## config.mk

```make
export PLATFORM = sky130hd
export DESIGN_NAME = first_fit_block_allocator
export DESIGN_NICKNAME = d
export VERILOG_FILES = /design/src/rtl/ffba_pkg.sv /design/src/rtl/ffba_ctrl.sv /design/src/rtl/ffba_dp.sv /design/src/rtl/first_fit_block_allocator.sv
export SDC_FILE = /design/constraint.sdc
export NUM_CORES = 1
export LEC_CHECK = 0
export ABC_CLOCK_PERIOD_IN_PS = 7100
export CAP_MARGIN = 20
export CELL_PAD_IN_SITES_DETAIL_PLACEMENT = 0
export CELL_PAD_IN_SITES_GLOBAL_PLACEMENT = 1
export CORE_MARGIN = 2
export CORE_UTILIZATION = 45
export CTS_CLUSTER_DIAMETER = 200
export DETAILED_ROUTE_END_ITERATION = 10
export DONT_BUFFER_PORTS = 1
export HOLD_SLACK_MARGIN = 0.06
export PLACE_DENSITY = 0.83
export SETUP_SLACK_MARGIN = 0.5
export SKIP_CTS_REPAIR_TIMING = 1
export SYNTH_ARGS = -nofsm -noshare
export SYNTH_HDL_FRONTEND = slang
export SYNTH_SLANG_ARGS = --single-unit
```

## constraint.sdc

```tcl
create_clock -name clk -period 7.1 [get_ports clk]
set_input_delay 1.42 -clock clk [delete_from_list [all_inputs] [get_ports clk]]
set_output_delay 1.42 -clock clk [all_outputs]
set_load 0.05 [all_outputs]
```

## src/rtl/ffba_pkg.sv

```systemverilog
// ----------------------------------------------------------------------------
// ffba_pkg
// Shared constants and types for the first-fit block allocator.
// ----------------------------------------------------------------------------
package ffba_pkg;

  localparam int MAX_BLOCKS = 16;
  localparam int SIZE_BITS  = 16;
  localparam int TAG_W      = 16;
  localparam int AMT_W      = 16;
  localparam int OUT_SIZE_W = 16;
  localparam int CNT_W      = $clog2(MAX_BLOCKS + 1);

  localparam logic [1:0] STAT_OK    = 2'd0;
  localparam logic [1:0] STAT_NOFIT = 2'd1;
  localparam logic [1:0] STAT_FULL  = 2'd2;

  localparam logic MODE_ADD   = 1'b0;
  localparam logic MODE_ALLOC = 1'b1;

  // Commands from the controller to the datapath.
  typedef struct packed {
    logic load;     // capture the accepted beat
    logic compare;  // register the fit vector
    logic commit;   // pick first fit, update table, register result
  } ffba_cmd_t;

endpackage

```

## src/rtl/ffba_ctrl.sv

```systemverilog
// ----------------------------------------------------------------------------
// ffba_ctrl
// Sequencer: idle, compare, commit; drives busy and the result strobe.
// ----------------------------------------------------------------------------
module ffba_ctrl (
  input  logic               clk,
  input  logic               rst_n,
  input  logic               start,
  output logic               busy,
  output logic               out_valid,
  output ffba_pkg::ffba_cmd_t cmd
);

  localparam logic [1:0] ST_IDLE = 2'd0;
  localparam logic [1:0] ST_CMP  = 2'd1;
  localparam logic [1:0] ST_SEL  = 2'd2;

  logic [1:0] state_r, state_nxt;
  logic       out_valid_r;

  always_comb begin
    state_nxt   = state_r;
    cmd.load    = 1'b0;
    cmd.compare = 1'b0;
    cmd.commit  = 1'b0;
    case (state_r)
      ST_IDLE: begin
        if (start) begin
          cmd.load  = 1'b1;
          state_nxt = ST_CMP;
        end
      end
      ST_CMP: begin
        cmd.compare = 1'b1;
        state_nxt   = ST_SEL;
      end
      ST_SEL: begin
        cmd.commit = 1'b1;
        state_nxt  = ST_IDLE;
      end
      default: state_nxt = ST_IDLE;
    endcase
  end

  always_ff @(posedge clk) begin
    if (!rst_n) begin
      state_r     <= ST_IDLE;
      out_valid_r <= 1'b0;
    end else begin
      state_r     <= state_nxt;
      out_valid_r <= cmd.commit;
    end
  end

  assign busy      = (state_r != ST_IDLE);
  assign out_valid = out_valid_r;

endmodule

```

## src/rtl/ffba_dp.sv

```systemverilog
// ----------------------------------------------------------------------------
// ffba_dp
// Block table cells, parallel fit compare, first-fit pick and update.
// ----------------------------------------------------------------------------
module ffba_dp (
  input  logic                            clk,
  input  logic                            rst_n,
  input  ffba_pkg::ffba_cmd_t             cmd,
  input  logic                            in_mode,
  input  logic [ffba_pkg::TAG_W-1:0]      in_block_tag,
  input  logic [ffba_pkg::AMT_W-1:0]      in_amount,
  output logic [1:0]                      out_status,
  output logic [ffba_pkg::TAG_W-1:0]      out_granted_tag,
  output logic [ffba_pkg::OUT_SIZE_W-1:0] out_granted_size
);

  localparam int N  = ffba_pkg::MAX_BLOCKS;
  localparam int SW = ffba_pkg::SIZE_BITS;
  localparam int CW = ffba_pkg::CNT_W;
  localparam int TW = ffba_pkg::TAG_W;
  localparam int OW = ffba_pkg::OUT_SIZE_W;

  logic          req_mode_r;
  logic [TW-1:0] req_tag_r;
  logic [SW-1:0] req_amt_r;
  logic [N-1:0]  fit_r, fit_nxt;
  logic [CW-1:0] count_r;
  logic [TW-1:0] tags_r  [N];
  logic [SW-1:0] sizes_r [N];
  logic [1:0]    status_r;
  logic [TW-1:0] gtag_r;
  logic [OW-1:0] gsize_r;

  logic [N-1:0]  first;
  logic          any_fit;
  logic          full;
  logic [TW-1:0] sel_tag;
  logic [SW-1:0] sel_size;

  // Each valid cell compares its size against the request.
  always_comb begin
    for (int i = 0; i < N; i++) begin
      fit_nxt[i] = (CW'(i) < count_r) && (sizes_r[i] >= req_amt_r);
    end
  end

  // Isolate the lowest set bit: the first fit in insertion order.
  assign first   = fit_r & (~fit_r + N'(1));
  assign any_fit = |fit_r;
  assign full    = (count_r >= CW'(N));

  always_comb begin
    sel_tag  = '0;
    sel_size = '0;
    for (int i = 0; i < N; i++) begin
      sel_tag  = sel_tag  | (first[i] ? tags_r[i]  : '0);
      sel_size = sel_size | (first[i] ? sizes_r[i] : '0);
    end
  end

  always_ff @(posedge clk) begin
    if (!rst_n) begin
      count_r <= '0;
    end else if (cmd.commit && req_mode_r == ffba_pkg::MODE_ADD && !full) begin
      count_r <= count_r + CW'(1);
    end
  end

  always_ff @(posedge clk) begin
    if (cmd.load) begin
      req_mode_r <= in_mode;
      req_tag_r  <= in_block_tag;
      req_amt_r  <= SW'(in_amount);
    end
    if (cmd.compare) begin
      fit_r <= fit_nxt;
    end
    if (cmd.commit) begin
      if (req_mode_r == ffba_pkg::MODE_ADD) begin
        status_r <= full ? ffba_pkg::STAT_FULL : ffba_pkg::STAT_OK;
        gtag_r   <= '0;
        gsize_r  <= '0;
        for (int i = 0; i < N; i++) begin
          if (!full && CW'(i) == count_r) begin
            tags_r[i]  <= req_tag_r;
            sizes_r[i] <= req_amt_r;
          end
        end
      end else begin
        status_r <= any_fit ? ffba_pkg::STAT_OK : ffba_pkg::STAT_NOFIT;
        gtag_r   <= sel_tag;
        gsize_r  <= OW'(sel_size);
        for (int i = 0; i < N; i++) begin
          if (first[i]) begin
            sizes_r[i] <= sizes_r[i] - req_amt_r;
          end
        end
      end
    end
  end

  assign out_status       = status_r;
  assign out_granted_tag  = gtag_r;
  assign out_granted_size = gsize_r;

endmodule

```

## src/rtl/first_fit_block_allocator.sv

```systemverilog
// ----------------------------------------------------------------------------
// first_fit_block_allocator
// The result strobe is registered from the commit step, after the start beat is
// captured and the controller's compare step registers the fit vector of the
// block table cells. A beat is taken only in idle, so each finishes first.
// Reset (synchronous, active low) empties the table; entry cells keep no reset.
// The receiver cannot stall: the result strobe is high for exactly one cycle.
// ----------------------------------------------------------------------------
module first_fit_block_allocator (
  input  logic                            clk,
  input  logic                            rst_n,
  input  logic                            start,
  output logic                            busy,
  input  logic                            in_mode,
  input  logic [ffba_pkg::TAG_W-1:0]      in_block_tag,
  input  logic [ffba_pkg::AMT_W-1:0]      in_amount,
  output logic                            out_valid,
  output logic [1:0]                      out_status,
  output logic [ffba_pkg::TAG_W-1:0]      out_granted_tag,
  output logic [ffba_pkg::OUT_SIZE_W-1:0] out_granted_size
);

  // Commands from the sequencer to the table datapath.
  ffba_pkg::ffba_cmd_t cmd;

  // Sequence each beat: capture, compare all cells, commit and strobe.
  ffba_ctrl u_ctrl (
    .clk       (clk),
    .rst_n     (rst_n),
    .start     (start),
    .busy      (busy),
    .out_valid (out_valid),
    .cmd       (cmd)
  );

  // Hold the table; the commit step appends, or picks the first fit and cuts it.
  ffba_dp u_dp (
    .clk              (clk),
    .rst_n            (rst_n),
    .cmd              (cmd),
    .in_mode          (in_mode),
    .in_block_tag     (in_block_tag),
    .in_amount        (in_amount),
    .out_status       (out_status),
    .out_granted_tag  (out_granted_tag),
    .out_granted_size (out_granted_size)
  );

endmodule
```

* Word-level counts from Yosys, hierarchy flattened
Memories as Yosys holds them, arrays and structs flattened.
Cells that the tools add are included.
** Word-level totals
- Logic and storage cells :: 474
- RAM bits :: 512
- Output and inout bits :: 36
- Memories :: 2
- Bits of input ports :: 36
- Register bits after elaboration :: 91
** Cells by class
- Bitwise logic cells :: 49
- $add $sub $neg :: 18
- Reductions and logical operators :: 69
- Equality and inequality tests :: 18
- Order comparisons :: 33
- Multiplexer cells :: 275
** Memory list
- u_dp.sizes_r :: words 16, bits a word 16, read ports 16, clocked after memory_dff 0, write ports 1, RTL line ffba_dp.sv:29 : logic [SW-1:0] sizes_r [N];
- u_dp.tags_r :: words 16, bits a word 16, read ports 16, clocked after memory_dff 0, write ports 1, RTL line ffba_dp.sv:28 : logic [TW-1:0] tags_r [N];
** Operator list (count)
- $mux W16 :: 78
- $reduce_or A16 Y1 :: 31
- $or A16 B16 Y16 :: 30
- $ge A16 B16 Y1 :: 16
- $sub A16 B16 Y16 :: 16
- $mux W1 :: 163
- $mux W4 :: 30
- $eq A4 B5 Y1 const A :: 8
- $lt A4 B5 Y1 const A :: 8
- $logic_and A1 B1 Y1 :: 34
- $eq A3 B5 Y1 const A :: 4
- $lt A3 B5 Y1 const A :: 4
- $add A16 B1 Y16 const B :: 1
- $and A16 B16 Y16 :: 1
- $not A16 Y16 :: 1
- $or A1 B1 Y1 :: 16
- $eq A2 B5 Y1 const A :: 2
- $lt A1 B5 Y1 const A :: 2
- $lt A2 B5 Y1 const A :: 2
- $mux W2 :: 3
- $add A5 B1 Y5 const B :: 1
- $eq A1 B5 Y1 const A :: 1
- $ge A5 B5 Y1 const B :: 1
- $logic_not A5 Y1 :: 1
- other kinds (8) :: 8

* Logic depth before layout (Yosys ltp)
- Depth in word-level cells :: 24
- Gate-level depth with buffers :: 14
- Gate-level depth less buffers :: 13

* Modules after synthesis
Synthesis repeated with hierarchy kept, for this count alone.
** Unflattened totals
- Cells, all modules :: 3286
- Area total of the unflattened synthesis :: 35740.5 µm²
** Modules (own cells, without submodules)
- ffba_dp :: area an instance 35609.2 µm², cells an instance 3275, times used 1, seq. area each 17967.2 µm²
- ffba_ctrl :: area an instance 131.4 µm², cells an instance 11, times used 1, seq. area each 60.1 µm²

* Worst setup path before layout
No wires, ideal clock.
- Path type :: reg-to-reg
- From :: reg u_ctrl.state_r[1]
- To :: mem u_dp.sizes_r[0][144] in the netlist's numbering (enable)
- Cell stages (with the launch flop) :: 7
- Required time :: 6689 ps
- Arrival :: 3876 ps
- Period minus slack after synthesis :: 4287 ps
- Slack :: 2813 ps
- Buffers on the path :: 2
- Library setup time :: 411 ps
- Cells stage by stage :: dfxtp_1 nor2b_1 nand2_1 or4_1 clkbuf_1 clkbuf_1 o21ai_0
** RTL lines
- start: declaration :: RTL line ffba_ctrl.sv:18 : logic [1:0] state_r, state_nxt;
- start signal: assignment :: RTL line ffba_ctrl.sv:50 : state_r <= state_nxt;
- end: declaration :: RTL line ffba_dp.sv:29

* Final worst setup path
- From :: reg u_dp.count_r[0]
- To :: mem u_dp.sizes_r[0][135] in the netlist's numbering (enable)
** On the way
- Cells in the longest elaborated chain, start to end :: 24
- Elaborated cells between the ends (all ways) :: 159
- Classes of those cells :: 1 x order compare; 15 x eq/ne; 94 x mux; 16 x bitwise; 33 x reduce/logical
** Ends and longest elaborated chain
- start: declaration :: RTL line ffba_dp.sv:27 : logic [CW-1:0] count_r;
- start signal: assignment :: RTL line ffba_dp.sv:65 : count_r <= count_r + CW'(1);
- $ge A5 B5 Y1 :: RTL line ffba_dp.sv:50 : assign full = (count_r >= CW'(N));
- $logic_not A1 Y1 :: RTL line ffba_dp.sv:84 : if (!full && CW'(i) == count_r) begin
- $logic_and A1 B1 Y1 :: RTL line ffba_dp.sv:84
- $mux W1 :: RTL line ffba_dp.sv:84
- $mux W1 :: RTL line ffba_dp.sv:79 : if (req_mode_r == ffba_pkg::MODE_ADD) begin
- $mux W1 :: RTL line ffba_dp.sv:78 : if (cmd.commit) begin
- $mux W1 (implied by the code) :: RTL line ffba_dp.sv:86 : sizes_r[i] <= req_amt_r;
- $or A1 B1 Y1 (no line)
- $reduce_or A16 Y1 (no line)
- $mux W4 (no line) / $mux W1 (equally long branches) (15 in series)
Several ways; a longest one is shown, not always the timed one.

==> tab_implementation.tex <==
\begin{tabular}{lr}
\hline
Metric & Value \\
\hline
\multicolumn{2}{l}{\textbf{Critical path}} \\
\quad CP required & 7.39 ns \\
\quad Type of element launching the critical path & flip-flop \\
\quad Setup CP Type & reg2reg \\
\quad Arr. time, crit path & 5.25 ns \\
\quad Worst-path fanout max & 73 \\
\quad Endpoint kind of the worst setup timing path & flip-flop \\
\multicolumn{2}{l}{\textbf{Route}} \\
\quad Starting DRT DRC Count & 3,602 \\
\quad First-pass iteration count of the detailed router & 7 \\
\quad Routed via count & 27,565 \\
\quad Vias per cell & 6.37 \\
\quad Remaining routing DRC violations & 0 \\
\quad Total length of routed wires & 113,000 µm \\
\quad Routed Antenna Nets & 0 \\
\quad Per-cell routed wire length & 26.1 µm \\
\multicolumn{2}{l}{\textbf{Status}} \\
\quad Outcome & completed \\
\multicolumn{2}{l}{\textbf{STA}} \\
\quad Count of endpoints failing setup in the final report & 0 \\
\quad Actual transition at the worst max-transition pin & 1.16 ns \\
\quad Unrepaired setup endpoints after global routing & no \\
\quad Maximum frequency from static timing analysis & 0.201 GHz \\
\quad Post-layout minimum cycle time & 4.96 ns \\
\quad Final clock period utilization by the worst path & 0.699 \\
\quad Count of final max-slew check failures & 0 \\
\quad Final hold violation count & 0 \\
\quad Total negative setup slack & 0 ns \\
\quad Post-route clock skew & 0.0375 ns \\
\quad Normalized max-slew margin & 0.226 \\
\multicolumn{2}{l}{\textbf{Synth}} \\
\quad Avg Synthesized Cell Area & 10.9 µm² \\
\quad Most repeated cell in the gate-level netlist after synthesis & sky130\_fd\_sc\_hd\_\_edfxtp\_1 \\
\quad Post-synth ARST share & 0 \\
\quad Register area share after synthesis & 0.510 \\
\quad Synthesized instance count & 3,239 \\
\quad Post-synth EDFFs & 595 \\
\quad Count of synthesis-stage warnings from yosys & 0 \\
\quad Mapped cell area & 35,400 µm² \\
\quad Prevailing post-synth register cell & sky130\_fd\_sc\_hd\_\_edfxtp\_1 \\
\quad Net count of the mapped netlist & 3,550 \\
\quad Ranking of synthesized cells by area & sky130\_fd\_sc\_hd\_\_edfxtp\_1 51\%, sky130\_fd\_sc\_hd\_\_ha\_1 9.2\%, sky130\_fd\_sc\_hd\_\_a21oi\_1 3.8\% \\
\quad Number of flip-flops and latches in the synthesized netlist & 603 \\
\quad Top cell type by total area after synthesis & sky130\_fd\_sc\_hd\_\_edfxtp\_1 \\
\quad Area share of the largest cell type after synthesis & 0.505 \\
\quad Ranking of synthesized cells by instance count & 595 x sky130\_fd\_sc\_hd\_\_edfxtp\_1, 294 x sky130\_fd\_sc\_hd\_\_nand2\_1, 267 x sky130\_fd\_sc\_hd\_\_a21oi\_1, 259 x sky130\_fd\_sc\_hd\_\_ha\_1, 217 x sky130\_fd\_sc\_hd\_\_o21ai\_0 \\
\quad Count of different cell masters after synthesis & 86 \\
\multicolumn{2}{l}{\textbf{Pwr}} \\
\quad Max rail drop VDD & 0.000207 V \\
\quad Leakage power & 14.2 nW \\
\quad Total Power Consumption & 8.43 mW \\
\quad Power density over the cells & 217 nW/µm² \\
\multicolumn{2}{l}{\textbf{Placement}} \\
\quad Global placer's final weighted congestion & 0.936 \\
\quad \# port buffers & 0 \\
\quad Post-detail-place hpwl & 77,300 µm \\
\multicolumn{2}{l}{\textbf{Clocking}} \\
\quad Master cell of the clock root buffer & sky130\_fd\_sc\_hd\_\_clkbuf\_16 \\
\quad Number of buffers created by CTS & 61 \\
\quad TritonCTS Sinks & 603 \\
\quad Clock tree from TritonCTS & yes \\
\quad Worst-path clk slew & 0.07 ns \\
\quad Maximum clock insertion buffer count & 3 \\
\quad Level count of the clock H-tree & 2 \\
\quad Clock latency of the later-clocked register in the worst-skew pair & 0.67 ns \\
\multicolumn{2}{l}{\textbf{Run}} \\
\quad \# Max-Cap Violations & 0 \\
\multicolumn{2}{l}{\textbf{GRT}} \\
\quad Met2 demand-to-capacity share in global routing & 0.419 \\
\quad Met3 Usage GRT & 0.0452 \\
\quad Initial antenna violation count & 1 \\
\quad Number of global-route vias before repair & 26,002 \\
\quad Busiest layer in global routing & met2 \\
\quad All-Layer GR Usage & 0.273 \\
\quad Global route overflow & 0 \\
\quad Largest net degree at the start of global routing & 74 \\
\quad Wire length of the first global-routing pass & 166,000 µm \\
\quad Met1 usage & 0.383 \\
\multicolumn{2}{l}{\textbf{Die}} \\
\quad Die height & 284 µm \\
\quad Number of rows in the core area & 102 \\
\quad Starting density of the core & 0.456 \\
\quad Horiz. Die Dim & 284 µm \\
\quad DIE AREA & 80,800 µm² \\
\quad Core footprint & 77,600 µm² \\
\quad Top-Level Pins & 72 \\
\multicolumn{2}{l}{\textbf{Layout}} \\
\quad Net total in the final layout & 3,546 \\
\quad Core utilization of the finished layout & 0.500 \\
\quad Area added between synthesis and finish & 9.69\% \\
\quad ANT cells & 0 \\
\quad Fraction of layout instances using a drive strength above 1 & 0.0633 \\
\multicolumn{2}{l}{\textbf{Min path}} \\
\quad Worst min path class & reg2reg \\
\hline
\end{tabular}
## worst max-delay path: stages, from the launching register on
cell	delay, ns
sky130_fd_sc_hd__dfxtp_1	0.48
sky130_fd_sc_hd__inv_1	0.17
sky130_fd_sc_hd__ha_1	0.22
sky130_fd_sc_hd__nand2_1	0.16
sky130_fd_sc_hd__or3_1	0.67
sky130_fd_sc_hd__inv_2	0.54
sky130_fd_sc_hd__nor4_1	0.55
sky130_fd_sc_hd__o211a_4	0.87
sky130_fd_sc_hd__a22o_1	0.89
## cell usage in the layout (no fill, tap or decap), types with 39 or more instances in the layout
master	Yosys	final
sky130_fd_sc_hd__nand2_1	294	294
sky130_fd_sc_hd__nand3_1	110	110
sky130_fd_sc_hd__buf_4	10	68
sky130_fd_sc_hd__o21ai_0	217	216
sky130_fd_sc_hd__a21oi_1	267	267
sky130_fd_sc_hd__nor2b_1	42	39
sky130_fd_sc_hd__o21a_1	43	43
sky130_fd_sc_hd__edfxtp_1	595	595
sky130_fd_sc_hd__a21boi_0	42	42
sky130_fd_sc_hd__a22oi_1	95	95
sky130_fd_sc_hd__a221oi_1	69	69
sky130_fd_sc_hd__nor3_1	58	57
sky130_fd_sc_hd__xnor2_1	101	101
sky130_fd_sc_hd__ha_1	259	259
sky130_fd_sc_hd__nor2_1	192	189
sky130_fd_sc_hd__clkbuf_16	0	61
sky130_fd_sc_hd__xor2_1	82	82
sky130_fd_sc_hd__a21o_1	80	80
sky130_fd_sc_hd__inv_1	94	94
sky130_fd_sc_hd__nand2b_1	40	40
## cell families after synthesis
group | after synthesis | share of synthesized area
DFF | 603 | 0.510
adders and majority gates | 275 | 0.101
buffers and inverters | 235 | 0.0274
xor gates and xnor gates | 183 | 0.0453
AOI/OAI and AO/OA | 1046 | 0.194
muxes | 2 | 0.000566
and+or+nand+nor | 895 | 0.122
## area by class of cell
cell class	instances	area (µm²)
clock buffer	68	1550
sequential	603	18000
multi-input combinational	2401	16400
clock inverter	46	559
timing repair buffer	69	538
tap	1040	1300
fill	7009	38800
inverter	99	372
## state kept, by name, indices dropped and copies added, names as in the netlist
signal and flops:
u_dp.out_granted_size 16, u_ctrl.out_valid 1, u_dp.count_r 5, u_dp.fit_r 16
u_dp.req_tag_r 16, u_dp.tags_r 256, u_ctrl.state_r 2, u_dp.sizes_r 256
u_dp.out_status 2, u_dp.req_amt_r 16, u_dp.out_granted_tag 16, u_dp.req_mode_r 1
## per-stage QoR
step	hold slack, ns	cells	instance area, µm²	worst slack [ns]
2_1_floorplan	0.594	3239	35400	2.81
3_3_place_gp	0.611	4211	36700	2.33
3_5_place_dp	0.617	4211	36700	2.27
4_1_cts	0.639	4325	38800	2.28
5_1_grt	0.674	4326	38800	1.87
6_report	0.634	4326	38800	2.14
## final timing paths
check	start	end	slack, ns	cells past startpoint
worst max-delay path	u_dp.count_r[0]	u_dp.sizes_r[0][135]	2.14	8
worst min-delay path	u_dp.tags_r[1][126]	u_dp.out_granted_tag[14]	0.63	2
worst max register to register	u_dp.count_r[0]	u_dp.sizes_r[0][135]	2.14	8
worst min register to register	u_dp.tags_r[1][126]	u_dp.out_granted_tag[14]	0.63	2
## where the power goes
| group | switching, mW | internal, mW |
|---|---|---|
| Combinational | 0.609 | 0.344 |
| Clock | 1.48 | 1.98 |
| Sequential | 0.0704 | 3.94 |
## layer usage
layer	vias up	routed length, µm	share of wire
li1	12464	-	-
met1	13388	47000	0.42
met2	1443	50000	0.44
met3	268	11000	0.098
met4	2	5000	0.044
met5	-	13	0.00012
No activity file was read; power rests on OpenSTA's default activity.
